===== src/rtl/core/mcf_pkg.sv =====
`timescale 1ns / 1ps

package mcf_pkg;

	localparam logic [7:0] HDR_BYTE  = 8'hA5;
	localparam logic [7:0] DATA_ONE  = 8'hFF;
	localparam logic [3:0] COUNT_CAP = 4'd8;

	localparam logic [1:0] CMD_WRITE = 2'd0;
	localparam logic [1:0] CMD_READ  = 2'd1;
	localparam logic [1:0] CMD_RX    = 2'd2;
	localparam logic [1:0] CMD_END   = 2'd3;

	localparam logic [1:0] ST_OK       = 2'd0;
	localparam logic [1:0] ST_NONE     = 2'd1;
	localparam logic [1:0] ST_OVERFLOW = 2'd2;
	localparam logic [1:0] ST_CHKSUM   = 2'd3;

	localparam logic KIND_TX     = 1'b0;
	localparam logic KIND_REPORT = 1'b1;

	localparam int FRAME_MAX = 5;

	// one queued job: a transmit frame of len bytes, or a single report
	typedef struct packed {
		logic                        is_report;
		logic [2:0]                  len;
		logic [FRAME_MAX-1:0][7:0]   bytes;
		logic [31:0]                 value;
		logic [1:0]                  status;
	} job_t;

endpackage


===== src/rtl/core/meter_command_framer_reply_checker_unit.sv =====
`timescale 1ns / 1ps

// Command framer and reply checker, master side of a meter's serial register link.
// Input channel (in_valid / in_stall): cmd 0 write frame, 1 read request,
// 2 reply byte, 3 reply window ended; reg_addr, write_data, rx_byte alongside.
// Output channel (out_valid / out_stall): one transaction per transmit byte
// (out_kind 0, tx_byte, frame_last on the frame's final byte) or one read report
// (out_kind 1, read_value, read_status, frame_last set).
// The first result of an item passes through the job queue and the output register.
// Throughput: the output register delivers one result per cycle unless out_stall
// holds it; a write frame is 2, 4 or 5 transmit bytes, a read request 2, a report 1;
// reply bytes produce no result. The input takes any item, reply bytes included, one
// per cycle while the two-entry job queue between front and back has room; in_stall is
// high exactly when that queue is full.
// A stalled output holds its result; the back end and queue fill, then the
// input stalls. Reset clears the reply count and captured bytes, sets the running
// checksum to the header byte, empties the queue and drops out_valid.
module meter_command_framer_reply_checker_unit
	import mcf_pkg::*;
#(
	parameter int MAX_REPLY_BYTES = 5
) (
	input  logic        clk,
	input  logic        arst_n,
	input  logic        in_valid,
	output logic        in_stall,
	input  logic [1:0]  cmd,
	input  logic [7:0]  reg_addr,
	input  logic [15:0] write_data,
	input  logic [7:0]  rx_byte,
	output logic        out_valid,
	input  logic        out_stall,
	output logic        out_kind,
	output logic [7:0]  tx_byte,
	output logic        frame_last,
	output logic [31:0] read_value,
	output logic [1:0]  read_status
);

	logic full;
	logic push;
	logic pop;
	logic head_valid;
	job_t push_job;
	job_t head_job;

	assign in_stall = full;

	mcf_front #(
		.MAX_REPLY_BYTES(MAX_REPLY_BYTES)
	) u_front (
		.clk(clk),
		.arst_n(arst_n),
		.accept(in_valid && !full),
		.cmd(cmd),
		.reg_addr(reg_addr),
		.write_data(write_data),
		.rx_byte(rx_byte),
		.push(push),
		.job(push_job)
	);

	mcf_queue u_queue (
		.clk(clk),
		.arst_n(arst_n),
		.push(push),
		.push_job(push_job),
		.pop(pop),
		.full(full),
		.head_valid(head_valid),
		.head_job(head_job)
	);

	mcf_back u_back (
		.clk(clk),
		.arst_n(arst_n),
		.head_valid(head_valid),
		.head_job(head_job),
		.pop(pop),
		.out_valid(out_valid),
		.out_stall(out_stall),
		.out_kind(out_kind),
		.tx_byte(tx_byte),
		.frame_last(frame_last),
		.read_value(read_value),
		.read_status(read_status)
	);

endmodule


===== src/rtl/core/mcf_front.sv =====
`timescale 1ns / 1ps

module mcf_front
	import mcf_pkg::*;
#(
	parameter int MAX_REPLY_BYTES = 5
) (
	input  logic        clk,
	input  logic        arst_n,
	input  logic        accept,
	input  logic [1:0]  cmd,
	input  logic [7:0]  reg_addr,
	input  logic [15:0] write_data,
	input  logic [7:0]  rx_byte,
	output logic        push,
	output job_t        job
);

	localparam logic [3:0] MAX_CNT = 4'(MAX_REPLY_BYTES);

	logic [3:0]  count_q;
	// sum_q starts at header plus pending register; it and value_q cover all
	// stored bytes but the newest, held in last_q
	logic [7:0]  sum_q;
	logic [31:0] value_q;
	logic [7:0]  last_q;

	logic [7:0]  chk_w;
	logic [7:0]  chk_r;

	assign push = accept && (cmd != CMD_RX);

	always_comb begin
		job = '0;
		chk_w = 8'h00;
		chk_r = ~sum_q;
		case (cmd)
			CMD_WRITE: begin
				job.len = 3'd2;
				job.bytes[0] = HDR_BYTE;
				job.bytes[1] = reg_addr;
				if (write_data != 16'h0000) begin
					if (write_data < {8'h00, DATA_ONE}) begin
						chk_w = ~(HDR_BYTE + reg_addr + write_data[7:0]);
						job.len = 3'd4;
						job.bytes[2] = write_data[7:0];
						job.bytes[3] = chk_w;
					end else begin
						chk_w = ~(HDR_BYTE + reg_addr + write_data[15:8] + write_data[7:0]);
						job.len = 3'd5;
						job.bytes[2] = write_data[15:8];
						job.bytes[3] = write_data[7:0];
						job.bytes[4] = chk_w;
					end
				end
			end
			CMD_READ: begin
				job.len = 3'd2;
				job.bytes[0] = HDR_BYTE;
				job.bytes[1] = reg_addr;
			end
			CMD_END: begin
				job.is_report = 1'b1;
				job.len = 3'd1;
				if (count_q == 4'd0) begin
					job.status = ST_NONE;
				end else if (count_q > MAX_CNT) begin
					job.status = ST_OVERFLOW;
				end else if (chk_r != last_q) begin
					job.status = ST_CHKSUM;
				end else begin
					job.status = ST_OK;
					job.value = value_q;
				end
			end
			default: begin
				job = '0;
			end
		endcase
	end

	always_ff @(posedge clk or negedge arst_n) begin
		if (!arst_n) begin
			count_q <= 4'd0;
			sum_q <= HDR_BYTE;
			value_q <= 32'h0;
			last_q <= 8'h00;
		end else if (accept) begin
			if (cmd == CMD_READ) begin
				count_q <= 4'd0;
				sum_q <= HDR_BYTE + reg_addr;
				value_q <= 32'h0;
				last_q <= 8'h00;
			end else if (cmd == CMD_RX && count_q < COUNT_CAP) begin
				count_q <= count_q + 4'd1;
				if (count_q < MAX_CNT) begin
					last_q <= rx_byte;
					if (count_q != 4'd0) begin
						sum_q <= sum_q + last_q;
						value_q <= {value_q[23:0], last_q};
					end
				end
			end
		end
	end

endmodule


===== src/rtl/core/mcf_queue.sv =====
`timescale 1ns / 1ps

module mcf_queue
	import mcf_pkg::*;
(
	input  logic clk,
	input  logic arst_n,
	input  logic push,
	input  job_t push_job,
	input  logic pop,
	output logic full,
	output logic head_valid,
	output job_t head_job
);

	job_t       mem_q [2];
	logic       wr_ptr_q;
	logic       rd_ptr_q;
	logic [1:0] cnt_q;

	assign full = (cnt_q == 2'd2);
	assign head_valid = (cnt_q != 2'd0);
	assign head_job = mem_q[rd_ptr_q];

	always_ff @(posedge clk) begin
		if (push) begin
			mem_q[wr_ptr_q] <= push_job;
		end
	end

	always_ff @(posedge clk or negedge arst_n) begin
		if (!arst_n) begin
			wr_ptr_q <= 1'b0;
			rd_ptr_q <= 1'b0;
			cnt_q <= 2'd0;
		end else begin
			if (push) begin
				wr_ptr_q <= ~wr_ptr_q;
			end
			if (pop) begin
				rd_ptr_q <= ~rd_ptr_q;
			end
			case ({push, pop})
				2'b10:   cnt_q <= cnt_q + 2'd1;
				2'b01:   cnt_q <= cnt_q - 2'd1;
				default: cnt_q <= cnt_q;
			endcase
		end
	end

endmodule


===== src/rtl/core/mcf_back.sv =====
`timescale 1ns / 1ps

module mcf_back
	import mcf_pkg::*;
(
	input  logic        clk,
	input  logic        arst_n,
	input  logic        head_valid,
	input  job_t        head_job,
	output logic        pop,
	output logic        out_valid,
	input  logic        out_stall,
	output logic        out_kind,
	output logic [7:0]  tx_byte,
	output logic        frame_last,
	output logic [31:0] read_value,
	output logic [1:0]  read_status
);

	logic [2:0] idx_q;
	logic       out_valid_q;
	logic       load;
	logic       last_w;
	logic [7:0] byte_w;

	assign load = head_valid && (!out_valid_q || !out_stall);
	assign last_w = (idx_q == head_job.len - 3'd1);
	assign pop = load && last_w;
	assign out_valid = out_valid_q;

	always_comb begin
		case (idx_q)
			3'd0:    byte_w = head_job.bytes[0];
			3'd1:    byte_w = head_job.bytes[1];
			3'd2:    byte_w = head_job.bytes[2];
			3'd3:    byte_w = head_job.bytes[3];
			default: byte_w = head_job.bytes[4];
		endcase
	end

	always_ff @(posedge clk or negedge arst_n) begin
		if (!arst_n) begin
			idx_q <= 3'd0;
			out_valid_q <= 1'b0;
		end else begin
			if (load) begin
				out_valid_q <= 1'b1;
				idx_q <= last_w ? 3'd0 : idx_q + 3'd1;
			end else if (!out_stall) begin
				out_valid_q <= 1'b0;
			end
		end
	end

	always_ff @(posedge clk) begin
		if (load) begin
			out_kind <= head_job.is_report ? KIND_REPORT : KIND_TX;
			tx_byte <= head_job.is_report ? 8'h00 : byte_w;
			frame_last <= last_w;
			read_value <= head_job.is_report ? head_job.value : 32'h0;
			read_status <= head_job.is_report ? head_job.status : ST_OK;
		end
	end

	a_report_last: assert property (@(posedge clk) disable iff (!arst_n)
		out_valid_q && out_kind == KIND_REPORT |-> frame_last && tx_byte == 8'h00)
		else $error("report not marked last");

	a_idx_in_frame: assert property (@(posedge clk) disable iff (!arst_n)
		head_valid |-> idx_q < head_job.len)
		else $error("byte index beyond frame length");

	a_idx_rewinds: assert property (@(posedge clk) disable iff (!arst_n)
		pop |=> idx_q == 3'd0)
		else $error("byte index not rewound after frame");

endmodule


===== config.mk =====
export PLATFORM = sky130hd
export DESIGN_NAME = meter_command_framer_reply_checker_unit
export DESIGN_NICKNAME = d
export VERILOG_FILES = /design/src/rtl/core/mcf_pkg.sv /design/src/rtl/core/meter_command_framer_reply_checker_unit.sv /design/src/rtl/core/mcf_front.sv /design/src/rtl/core/mcf_queue.sv /design/src/rtl/core/mcf_back.sv
export SDC_FILE = /design/constraint.sdc
export NUM_CORES = 1
export LEC_CHECK = 0
export BUFFER_PORTS_ARGS = -buffer_cell sky130_fd_sc_hd__clkbuf_2
export CORE_UTILIZATION = 54
export DETAILED_ROUTE_END_ITERATION = 10
export PLACE_DENSITY = 0.82
export SYNTH_ARGS = -nofsm -noshare
export SYNTH_HDL_FRONTEND = slang
export SYNTH_SLANG_ARGS = --single-unit

===== constraint.sdc =====
create_clock -name clk -period 4.3 [get_ports clk]
set_input_delay 0.86 -clock clk [delete_from_list [all_inputs] [get_ports clk]]
set_output_delay 0.86 -clock clk [all_outputs]
set_load 0.02 [all_outputs]

==> results of run 1 <==
-- worst max-delay path, cell delays in order --
cell and delay (ns):
clkbuf_2 0.13, ha_1 0.39, fa_1 0.45, ha_1 0.24, fa_1 0.41, a21oi_1 0.17, nor2_1 0.07, nor2_1 0.16
o21ai_0 0.13, xnor2_1 0.18, nor2_1 0.08
-- routing by layer --
| layer | up-vias | share of wire, % |
|---|---|---|
| li1 | 3147 | - |
| met4 | 0 | 2.1 |
| met5 | - | 0 |
| met3 | 37 | 6.0 |
| met2 | 247 | 47 |
| met1 | 3330 | 45 |
-- layout make-up --
cell class              count  area (um2)  area share (%)
repair buffers             96         513            4.10
clock inverters            11         154            1.23
flip-flops and latches    246        7090            56.7
well taps                 265         332            2.65
inverters                  38         143            1.14
multi-input cells         483        3590            28.7
clock buffers              35         683            5.46
-- path summary, 6_finish.rpt --
check,endpoint,slack (ns),from,depth (start not counted)
min in group clk,u_front.sum_q[5],0.48,u_front.sum_q[5],2
worst min register to register,u_front.sum_q[5],0.48,u_front.sum_q[5],2
worst max register to register,u_queue.cnt_q[1],1.43,u_queue.rd_ptr_q,7
worst min-delay path,u_front.last_q[3],0.47,arst_n,2
max in group asynchronous,u_queue.rd_ptr_q,3.26,arst_n,2
worst max-delay path,u_queue.mem_q[0][73],1.28,reg_addr[0],11
-- cell usage after synthesis, types with 2 or more instances --
cell type,number,area share [%]
a22o_1,42,3.4
a221oi_1,7,0.56
a31oi_1,3,0.17
fa_1,10,1.8
nand2b_1,4,0.23
nor2b_1,15,0.86
o21ai_0,22,1.0
nor4_1,4,0.23
ha_1,31,3.5
clkbuf_1,13,0.45
inv_1,35,1.2
a222oi_1,10,0.91
nor2_1,84,2.9
o21ai_1,2,0.091
xnor2_1,21,1.7
dfstp_2,4,0.96
mux2_2,3,0.31
a21o_1,7,0.48
mux2i_1,45,4.1
nand4_1,4,0.23
o211ai_2,2,0.23
a22oi_1,3,0.21
nand3_1,7,0.32
a211oi_1,12,0.82
edfxtp_1,186,51
nand2_1,38,1.3
xor2_1,9,0.72
o21a_1,3,0.21
nor3_1,6,0.27
buf_2,18,0.82
and2_1,32,1.8
mux4_2,4,0.82
dfrtp_1,56,13
o22ai_1,2,0.11
clkinv_1,2,0.069
a21oi_1,27,1.2
-- power groups by stage --
| stage | Clock [W] | Sequential (W) | Combinational (W) |
|---|---|---|---|
| 6_report | 0.00218 | 0.00381 | 0.00250 |
| 5_1_grt | 0.00231 | 0.00389 | 0.00277 |
| 4_1_cts | 0.00221 | 0.00381 | 0.00252 |
| 3_5_place_dp | 0 | 0.00386 | 0.00250 |
| 3_3_place_gp | 0 | 0.00382 | 0.00244 |
| 2_1_floorplan | 0 | 0.00396 | 0.00164 |
-- registers in the layout, summed over array words and instances, names as in the netlist, 3 cells and up --
name,flops
u_back.idx_q,3
u_front.last_q,8
u_front.value_q,32
u_front.count_q,4
u_back.tx_byte,8
u_front.sum_q,8
u_back.read_value,32
u_queue.mem_q,142
-- stage by stage --
step	setup slack [ns]	instances	cell area [um2]	setup TNS (ns)
floorplan	-0.754	800	10900	-107.07
global placement	0.864	1128	11700	0
detailed placement	0.824	1128	11700	0
CTS	1.33	1174	12500	0
global route	1.19	1174	12500	0
finish	1.28	1174	12500	0
-- cell usage in the layout (no fill, tap or decap), drive strengths merged, types with 25 or more instances in the layout --
cell type / count
o21ai: 25
mux2i: 45
edfxtp: 186
inv: 37
a21oi: 28
nand2: 38
a22o: 42
dfrtp: 56
nor2: 85
and2: 32
ha: 31
clkbuf: 118
-- kinds of logic (layout without fill, tap and decap cells) --
group	count (synthesis)	in the layout	share of synthesized area [%]
DFF	246	246	64.8
and+or+nand+nor	205	205	9.00
AOI/OAI and AO/OA	155	155	10.5
buffers and inverters	71	180	2.68
muxes	52	52	5.25
adders and majority gates	41	41	5.38
xor gates and xnor gates	30	30	2.40
==> summary.md, run 1 <==
| Metric | Value |
|---|---|
| Run status | `completed` |
| Relative slew slack | `a little over 30%` |
| FP Rows | `51` |
| Hold crit path type | `in -> async` |
| Power share of the combinational group | `between 20% and 30%` |
| Post-CTS Resized | `0` |
| Core area | `0.0197 mm2` |
| Fin. max-slew vios | `0` |
| Number of global-route vias before repair | `between 6000 and 7000` |
| M1 GR Usage | `31.0%` |
| Starting DRT DRC Count | `around 560` |
| Fill cell count | `1497` |
| Critical Path Start Type | `input pin` |
| CTS tree | `done` |
| Yosys cell types | `63` |
| CTS clock-pin slew for the worst setup and hold paths | `0.06 ns` |
| Tot GR Track Use | `around 22%` |
| Worst slew pin tran | `1.04 ns` |
| Syn Nets | `879` |
| Critical path fanouts, max | `4` |
| Total clock sinks | `246` |
| Switching pwr | `0.00280 W` |
| Grt ovf | `0` |
| Vias post-DR | `6761` |
| Number of nets in the layout | `969` |
| Chip height | `between 100 and 150 um` |
| # IOs | `between 80 and 90` |
| Post-Syn Area per Cell | `13.7 um2` |
| Post-route ant nets | `0` |
| Via density | `5.76` |
| Max Fclk | `331 MHz` |
| Layout area overhead | `14.3%` |
| First-pass GRT wire length | `34700 um` |
| Routed Wire Length | `around 22000 um` |
| Die Footprint | `0.0208 mm2` |
| Pint | `0.00569 W` |
| Total Power | `0.00849 W` |
| Min Tclk post-route | `3.02 ns` |
| Die width | `144 um` |
| Initial antenna violation count | `0` |
| Worst EP required | `about 4.6 ns` |
| Leak Pwr | `between 5 and 6 nW` |
| MaxCap Viol Count | `0` |
| Endpoint class of the critical path | `register` |
| Crit Path Category | `in -> reg` |
| Flop pwr share | `between 40 and 50%` |
| Cells after Synth | `800` |
| GRT met3 Usage | `3.31%` |
| RSZ-0062 raised after global routing | `no` |
| Wire per inst | `18.3 um` |
| Worst skew pair latency | `about 0.54 ns` |
| Clock Skews | `0.0243 ns` |
| Final Setup Violations | `0` |
| Htree depth | `1` |
| Post-synth top flop | `edfxtp_1` |
| Synth Cell Area | `0.0109 mm2` |
| Peak supply drop | `0.416 mV` |
| Final hold vios | `0` |
| Met2 Use GR | `roughly 34%` |
| Proportion of layout cells with a drive suffix above 1 | `17.8%` |
| FFs w/ async S/R, synth | `24.4%` |
| Maximum root-to-sink buffer count | `3` |
| Drt pass-1 iters | `5` |
| Switching share of total power | `33.0%` |
| Starting Density | `55.7%` |
| CP arrival | `3.27 ns` |
| Final Util | `about 64%` |
| Number of buffers created by CTS | `25` |
| PortBufs | `83` |
| Routability Congestion | `0.892` |
| CTS Hold Buffers Added | `0` |
| Clk Tree Root Cell | `clkbuf_16` |
| Busiest layer in global routing | `met2` |
| DP HPWL | `14400 um` |
| Pwr dens | `679 mW/mm2` |
| Largest net degree at the start of global routing | `72` |
| Yosys warns | `0` |
| Sequential area share after synthesis | `64.8%` |
| Post-CTS Repair Setup Buffers | `0` |
| WHS | `0.465 ns` |
| Residual DRC count | `0` |
| Register bit total from synthesis | `246` |
| Ant. Diodes | `0` |
| Tcrit/Tclk final | `a little over two thirds` |
| Clk pwr share | `25.7%` |
| Count of flip-flops with a built-in enable after synthesis | `186` |
(Power assumes the default switching activity.)
==> run 2: changes to the inputs <==
--- a/config.mk
+++ b/config.mk
@@ -6,9 +6,9 @@
 export NUM_CORES = 1
 export LEC_CHECK = 0
 export BUFFER_PORTS_ARGS = -buffer_cell sky130_fd_sc_hd__clkbuf_2
-export CORE_UTILIZATION = 54
+export CORE_UTILIZATION = 56
 export DETAILED_ROUTE_END_ITERATION = 10
-export PLACE_DENSITY = 0.82
+export PLACE_DENSITY = 0.81
 export SYNTH_ARGS = -nofsm -noshare
 export SYNTH_HDL_FRONTEND = slang
 export SYNTH_SLANG_ARGS = --single-unit
==> constraint.sdc (replaced) <==
create_clock -name clk -period 3.1 [get_ports clk]
set_input_delay 0.62 -clock clk [delete_from_list [all_inputs] [get_ports clk]]
set_output_delay 0.62 -clock clk [all_outputs]
set_load 0.02 [all_outputs]
==> run 2 against run 1 <==
  * Clock skew shrank 0.017 ns
  * Sequential share of layout area shrank 0.46 points
  * Sequential cell count is the same
  * Largest power group unchanged
  * Critical path depth shrank 5
  * Critical path type is now reg -> reg
  * Design area grew 0.82%
  * Register-to-register slack lost 1.2 ns
  * Die area shrank 3.5%
  * Hold slack lost 0.34 ns
  * Clock power grew 25%
==> summary.md, run 2 (same netlist as run 1, synthesis figures left out) <==
| Metric | Value |
|---|---|
| Top flop regs | `u_queue.mem_q: 142 flops, u_back.read_value: 32 flops, u_front.value_q: 32 flops` |
| Maximum root-to-sink buffer count | `3 (unchanged)` |
| Post-CTS Repair Setup Buffers | `0 (unchanged)` |
| Clk Tree Root Cell | `clkbuf_16` |
| MaxCap Viol Count | `0 (unchanged)` |
| Die width | `142 um (-1.8%)` |
| Worst EP required | `3.28 ns (-1.27 ns)` |
| Proportion of layout cells with a drive suffix above 1 | `19.7% (+1.9 points)` |
| Ant. Diodes | `0 (unchanged)` |
| First-pass GRT wire length | `35500 um (+2.3%)` |
| Final hold vios | `0 (unchanged)` |
| Leak Pwr | `5.12 nW (+1.7%)` |
| CTS clock-pin slew for the worst setup and hold paths | `0.06 ns (about the same)` |
| Peak supply drop | `0.754 mV (+81%)` |
| Critical Path Start Type | `register` |
| Min Tclk post-route | `2.85 ns` |
| Vias post-DR | `6837 (+1.1%)` |
| PortBufs | `83 (unchanged)` |
| DP HPWL | `15600 um (+8.1%)` |
| Total clock sinks | `246 (unchanged)` |
| Routability Congestion | `0.905 (+1.4%)` |
| FP Rows | `50 (-2.0%)` |
| Post-route ant nets | `0 (unchanged)` |
| Fill cell count | `1357 (-9.4%)` |
| Max incr delay on CP | `0.78 ns (+0.33 ns)` |
| Hold crit path type | `in -> async` |
| Clock Skews | `0.00748 ns (-0.0168 ns)` |
| Critical path fanouts, max | `36 (+32)` |
| CP arrival | `3.03 ns (-0.24 ns)` |
| Most frequent cells in the layout | `edfxtp_1 (186), clkbuf_2 (83), nor2_1 (82)` |
| RSZ-0062 raised after global routing | `no` |
| # IOs | `84 (unchanged)` |
| Worst slew pin tran | `1.05 ns (+0.00944 ns)` |
| Pint | `0.00773 W (+36%)` |
| Post-CTS Resized | `0 (unchanged)` |
| Crit-path cells | `nor2b_1 > nor2b_1 > o21ai_0 > buf_4 > nor2_4 > buf_4` |
| Relative slew slack | `29.6% (-0.72 points)` |
| Run status | `completed` |
| Worst skew pair latency | `0.51 ns (-0.03 ns)` |
| Chip height | `142 um (-1.8%)` |
| CTS Hold Buffers Added | `0 (unchanged)` |
| Fin. max-slew vios | `0 (unchanged)` |
| Wire per inst | `18.5 um (+1.1%)` |
| Via density | `5.73 (-0.49%)` |
| Commonest non-fill, non-tap cell in the layout | `edfxtp_1` |
| WHS | `0.126 ns (-0.339 ns)` |
| Pwr dens | `916 mW/mm2 (+35%)` |
| Dpl cell area | `0.0119 mm2 (+1.7%)` |
| Core area | `0.0190 mm2 (-3.6%)` |
| Initial antenna violation count | `0 (unchanged)` |
| Clk pwr share | `23.5% (-2.2 points)` |
| Number of buffers and inverters on the critical path | `2 (+1)` |
| Drt pass-1 iters | `5 (unchanged)` |
| Worst reg-to-reg setup slack | `0.25 ns (-1.18 ns)` |
| Die Footprint | `0.0201 mm2 (-3.5%)` |
| Tot GR Track Use | `22.9% (+1.2 points)` |
| Max reg flops | `142 (unchanged)` |
| Power share of the combinational group | `31.4% (+2.0 points)` |
| Routed Wire Length | `22100 um (+2.7%)` |
| Switching share of total power | `33.1% (+0.12 points)` |
| Final Util | `66.5% (+2.9 points)` |
| CP max-delay cell | `nor2_4` |
| Number of global-route vias before repair | `6740 (+2.3%)` |
| Largest net degree at the start of global routing | `48 (-33%)` |
| Starting DRT DRC Count | `642 (+16%)` |
| Layout area overhead | `15.3%` |
| Max Fclk | `between 300 and 400 MHz` |
| Htree depth | `1 (unchanged)` |
| Starting Density | `57.7% (+2.1 points)` |
| Setup total negative slack | `0 ns (unchanged)` |
| CTS tree | `done` |
| Biggest register | `u_queue.mem_q` |
| Largest delay contributor family on the critical path | `simple AND/OR/NAND/NOR gates` |
| Finished Cell Area | `0.0126 mm2 (+0.82%)` |
| Number of nets in the layout | `995 (+2.7%)` |
| Endpoint class of the critical path | `register` |
| Crit Path Category | `reg -> reg` |
| Grt ovf | `0 (unchanged)` |
| Tcrit/Tclk final | `between 90% and 100%` |
| Final Setup Violations | `0 (unchanged)` |
| Residual DRC count | `0 (unchanged)` |
| Flop pwr share | `45.1% (+0.2 points)` |
| Total Power | `0.0116 W (+36%)` |
| Switching pwr | `0.00382 W (+37%)` |
| Number of buffers created by CTS | `24 (-4.0%)` |
==> run 2: cell types whose count changed in the layout (fill, tap and decap cells not counted), moves of 2 or more <==
cell	delta
bufinv_16	-3
clkinv_1	+2
clkinv_2	-2
buf_4	+27
clkbuf_8	+2
==> run 2: layout make-up <==
cell class	count	area, um2	share of cell area [%]
clock buffer	36	707	5.61
tap	260	325	2.58
inverter	38	143	1.13
timing repair buffer	123	716	5.68
multi-input combinational	483	3590	28.4
sequential	246	7090	56.3
clock inverter	7	38.8	0.308
==> run 2: power by group through the flow <==
stage / clock network [W] / logic (W) / registers [W]
after floorplan: 0 / 0.00227 / 0.00548
after global placement: 0 / 0.00354 / 0.00522
after detailed placement: 0 / 0.00363 / 0.00527
after CTS: 0.00276 / 0.00366 / 0.00521
after global routing: 0.00289 / 0.00400 / 0.00531
final: 0.00272 / 0.00363 / 0.00521
==> run 2: worst reg2reg max path: cells and delay by family (launching register included) <==
kind            cells  cell delay [ns]
flops               1             0.40
compound gates      1             0.21
buf+inv             2             0.64
simple gates        3             1.28
==> run 2: worst paths after layout <==
path	start	endpoint	cells after the start
min in group clk	rx_byte[1]	u_front.last_q[1]	2
worst max-delay path	u_queue.cnt_q[1]	u_queue.mem_q[0][23]	6
worst min-delay path	arst_n	u_front.count_q[1]	1
max in group asynchronous	arst_n	u_queue.rd_ptr_q	2
worst min register to register	u_front.sum_q[5]	u_front.sum_q[5]	2
worst max register to register	u_queue.cnt_q[1]	u_queue.mem_q[0][23]	6
==> run 2: metal layers <==
metal / share of wire, % / vias to the layer above / GRT usage, %
met5: 0 / - / 0
met1: 44 / 3350 / 32.2
li1: - / 3206 / -
met4: 1.9 / 0 / 6.34
met2: 48 / 242 / 37.4
met3: 6.1 / 39 / 3.34
==> run 2: per-stage QoR <==
step                setup slack, ns  instances
finish                        0.250       1193
global route                 0.0717       1193
CTS                           0.206       1193
detailed placement          -0.0406       1150
global placement            0.00327       1150
floorplan                    -0.557        800
==> run 3: changes to the inputs <==
--- a/config.mk
+++ b/config.mk
@@ -6,9 +6,12 @@
 export NUM_CORES = 1
 export LEC_CHECK = 0
 export BUFFER_PORTS_ARGS = -buffer_cell sky130_fd_sc_hd__clkbuf_2
-export CORE_UTILIZATION = 56
+export CELL_PAD_IN_SITES_DETAIL_PLACEMENT = 1
+export CELL_PAD_IN_SITES_GLOBAL_PLACEMENT = 2
+export CORE_UTILIZATION = 43
 export DETAILED_ROUTE_END_ITERATION = 10
-export PLACE_DENSITY = 0.81
+export PLACE_DENSITY = 0.86
+export RECOVER_POWER = 25
 export SYNTH_ARGS = -nofsm -noshare
 export SYNTH_HDL_FRONTEND = slang
 export SYNTH_SLANG_ARGS = --single-unit
==> run 3 against run 2 <==
  * Fmax up 1.9%
  * Critical path depth up 1
  * Die area up 30%
  * Sequential power hardly changed
  * Sequential cell count unchanged
  * Combinational power grew 2%
  * Hold slack better by 0.20 ns
  * Wire length grew 17%
  * Cell count increased by 7.0%
  * First-iteration DRC count is 20% lower
  * Worst setup slack gained 0.052 ns
  * Critical path type unchanged
  * Largest cell class unchanged
  * Largest power group unchanged
  * Highest routed layer unchanged
==> summary.md, run 3 (same netlist as run 1, synthesis figures left out) <==
| Metric | Value |
|---|---|
| Run status | `completed` |
| Routability Congestion | `0.867 (-4.2%)` |
| Grt ovf | `0 (unchanged)` |
| Pint | `0.00782 W (+1.1%)` |
| Tot GR Track Use | `20.1% (-2.8 points)` |
| Initial antenna violation count | `0 (unchanged)` |
| Wire per inst | `20.3 um (+9.3%)` |
| DP HPWL | `17800 um (+14%)` |
| Max incr delay on CP | `0.54 ns (-0.24 ns)` |
| Leak Pwr | `5.03 nW (-1.8%)` |
| Critical Path Start Type | `register` |
| WHS | `0.329 ns (+0.203 ns)` |
| Switching share of total power | `34.2% (+1.1 points)` |
| Min Tclk post-route | `2.80 ns (-0.0519 ns)` |
| Relative slew slack | `29.9% (+0.31 points)` |
| Met3 Wirelength | `1110 um (-18%)` |
| Ant. Diodes | `0 (unchanged)` |
| Metal2 WL | `12800 um (+20%)` |
| Routed Wire Length | `25800 um (+17%)` |
| Final Setup Violations | `0 (unchanged)` |
| Switching pwr | `0.00406 W (+6.3%)` |
| # IOs | `84 (unchanged)` |
| Largest net degree at the start of global routing | `52 (+8.3%)` |
| First-pass GRT wire length | `40700 um (+15%)` |
| Post-route ant nets | `0 (unchanged)` |
| PortBufs | `83 (unchanged)` |
| Vias post-DR | `6944 (+1.6%)` |
| Layout area overhead | `16.7%` |
| Post-CTS Repair Setup Buffers | `0 (unchanged)` |
| Via density | `5.44 (-5.0%)` |
| Die width | `162 um (+14%)` |
| Residual DRC count | `0 (unchanged)` |
| Worst slew pin tran | `1.05 ns (-0.00214 ns)` |
| Finished Cell Area | `0.0128 mm2 (+1.3%)` |
| Fin. max-slew vios | `0 (unchanged)` |
| Hold crit path type | `in -> reg` |
| Post-CTS Resized | `0 (unchanged)` |
| Max Fclk | `357 MHz (+1.9%)` |
| CP arrival | `2.98 ns (-0.05 ns)` |
| Clk Tree Root Cell | `clkbuf_16` |
| Biggest register | `u_queue.mem_q` |
| Endpoint class of the critical path | `register` |
| Worst EP required | `3.28 ns (about the same)` |
| Starting DRT DRC Count | `514 (-20%)` |
| Maximum root-to-sink buffer count | `3 (unchanged)` |
| Number of buffers created by CTS | `26 (+8.3%)` |
| Flop pwr share | `44.1% (-1.0 points)` |
| Tcrit/Tclk final | `90.3% (-1.7 points)` |
| Proportion of layout cells with a drive suffix above 1 | `15.0% (-4.7 points)` |
| Core area | `0.0250 mm2 (+32%)` |
| RSZ-0062 raised after global routing | `no` |
| Total clock sinks | `246 (unchanged)` |
| Drt pass-1 iters | `6 (+1)` |
| Final hold vios | `0 (unchanged)` |
| CTS tree | `done` |
| Max reg flops | `142 (unchanged)` |
| Starting Density | `43.7% (-14 points)` |
| Number of nets in the layout | `1005 (+1.0%)` |
| Number of global-route vias before repair | `7289 (+8.1%)` |
| Peak supply drop | `0.455 mV (-40%)` |
| Clk pwr share | `24.8% (+1.3 points)` |
| Pwr dens | `930 mW/mm2 (+1.5%)` |
| Crit-path cells | `nor2b_1 > nor2b_1 > o21ai_0 > buf_4 > buf_4 > nor2_4 > buf_12` |
| MaxCap Viol Count | `0 (unchanged)` |
| Power share of the combinational group | `31.1% (-0.3 points)` |
| Die Footprint | `0.0261 mm2 (+30%)` |
| Dpl cell area | `0.0120 mm2 (+1.3%)` |
| Crit Path Category | `reg -> reg` |
| CP max-delay cell | `nor2_4` |
| Met1 WL | `11500 um (+18%)` |
| Clock Skews | `0.0102 ns (+0.00273 ns)` |
| CTS clock-pin slew for the worst setup and hold paths | `0.06 ns (about the same)` |
| Critical path fanouts, max | `51 (+42%)` |
| Chip height | `162 um (+14%)` |
| Most frequent cells in the layout | `edfxtp_1 (186), nor2_1 (82), clkbuf_1 (56)` |
| Htree depth | `1 (unchanged)` |
| FP Rows | `58 (+16%)` |
| Top routing layer in use | `met4` |
| Top flop regs | `u_queue.mem_q: 142 flops, u_back.read_value: 32 flops, u_front.value_q: 32 flops` |
| Fill cell count | `2549 (+88%)` |
| Commonest non-fill, non-tap cell in the layout | `edfxtp_1` |
| Worst skew pair latency | `0.52 ns (about the same)` |
==> run 3: worst paths after layout <==
kind / startpoint / to / slack, ns / cells past startpoint
max reg2reg: u_queue.cnt_q[1] / u_queue.mem_q[1][72] / 0.30 / 7
min in group asynchronous: arst_n / u_front.last_q[6] / 0.71 / 2
min: rx_byte[4] / u_front.last_q[4] / 0.33 / 2
max: u_queue.cnt_q[1] / u_queue.mem_q[1][72] / 0.30 / 7
min reg2reg: u_front.sum_q[5] / u_front.sum_q[5] / 0.48 / 2
max in group asynchronous: arst_n / u_front.value_q[26] / 0.66 / 4
==> run 3: worst max-delay path: cells and delay by family, from the launching register on <==
| family | cells | cell delay, ns |
|---|---|---|
| and+or+nand+nor | 3 | 1.04 |
| DFF | 1 | 0.41 |
| AOI/OAI and AO/OA | 1 | 0.24 |
| buffers and inverters | 3 | 0.73 |
==> run 3: per-layer routing <==
layer  up-vias  GRT usage [%]
met2       164           33.7
li1       3228              -
met5         -              0
met4         0           5.40
met1      3512           27.3
met3        40           2.88
==> run 3: per-stage QoR <==
stage	cells	power, W	setup slack (ns)	TNS (ns)	util (%)
after floorplan	800	0.00775	-0.557	-79.03	-
after global placement	1226	0.00889	-0.0212	-0.531	48.0
after detailed placement	1226	0.00906	-0.0721	-1.06	48.0
after CTS	1275	0.0121	0.0765	0	51.3
after global routing	1276	0.0125	0.0965	0	51.0
final	1276	0.0119	0.302	0	51.0
==> run 3: final cells by class <==
cell class                      instances  area, um2  area share (%)
Inverter                               38        143            1.12
Sequential cell                       246       7090            55.5
Clock buffer                           33        698            5.47
Timing Repair Buffer                  130        721            5.64
Multi-Input combinational cell        484       3590            28.1
Tap cell                              330        413            3.23
Clock inverter                         15        114           0.892
==> run 3: repair_timing <==
| item | in CTS | in global routing |
|---|---|---|
| endpoints found under the setup margin | 0 | 35 |
| endpoints found under the hold margin | 13 | 0 |
| hold buffers | 1 | 0 |
==> run 3: power groups by stage <==
stage                     Clock, W  Sequential, W  Combinational [W]
after detailed placement         0        0.00529            0.00377
final                      0.00295        0.00524            0.00369
after CTS                  0.00300        0.00524            0.00382
after global placement           0        0.00523            0.00366
after floorplan                  0        0.00548            0.00227
after global routing       0.00312        0.00534            0.00406
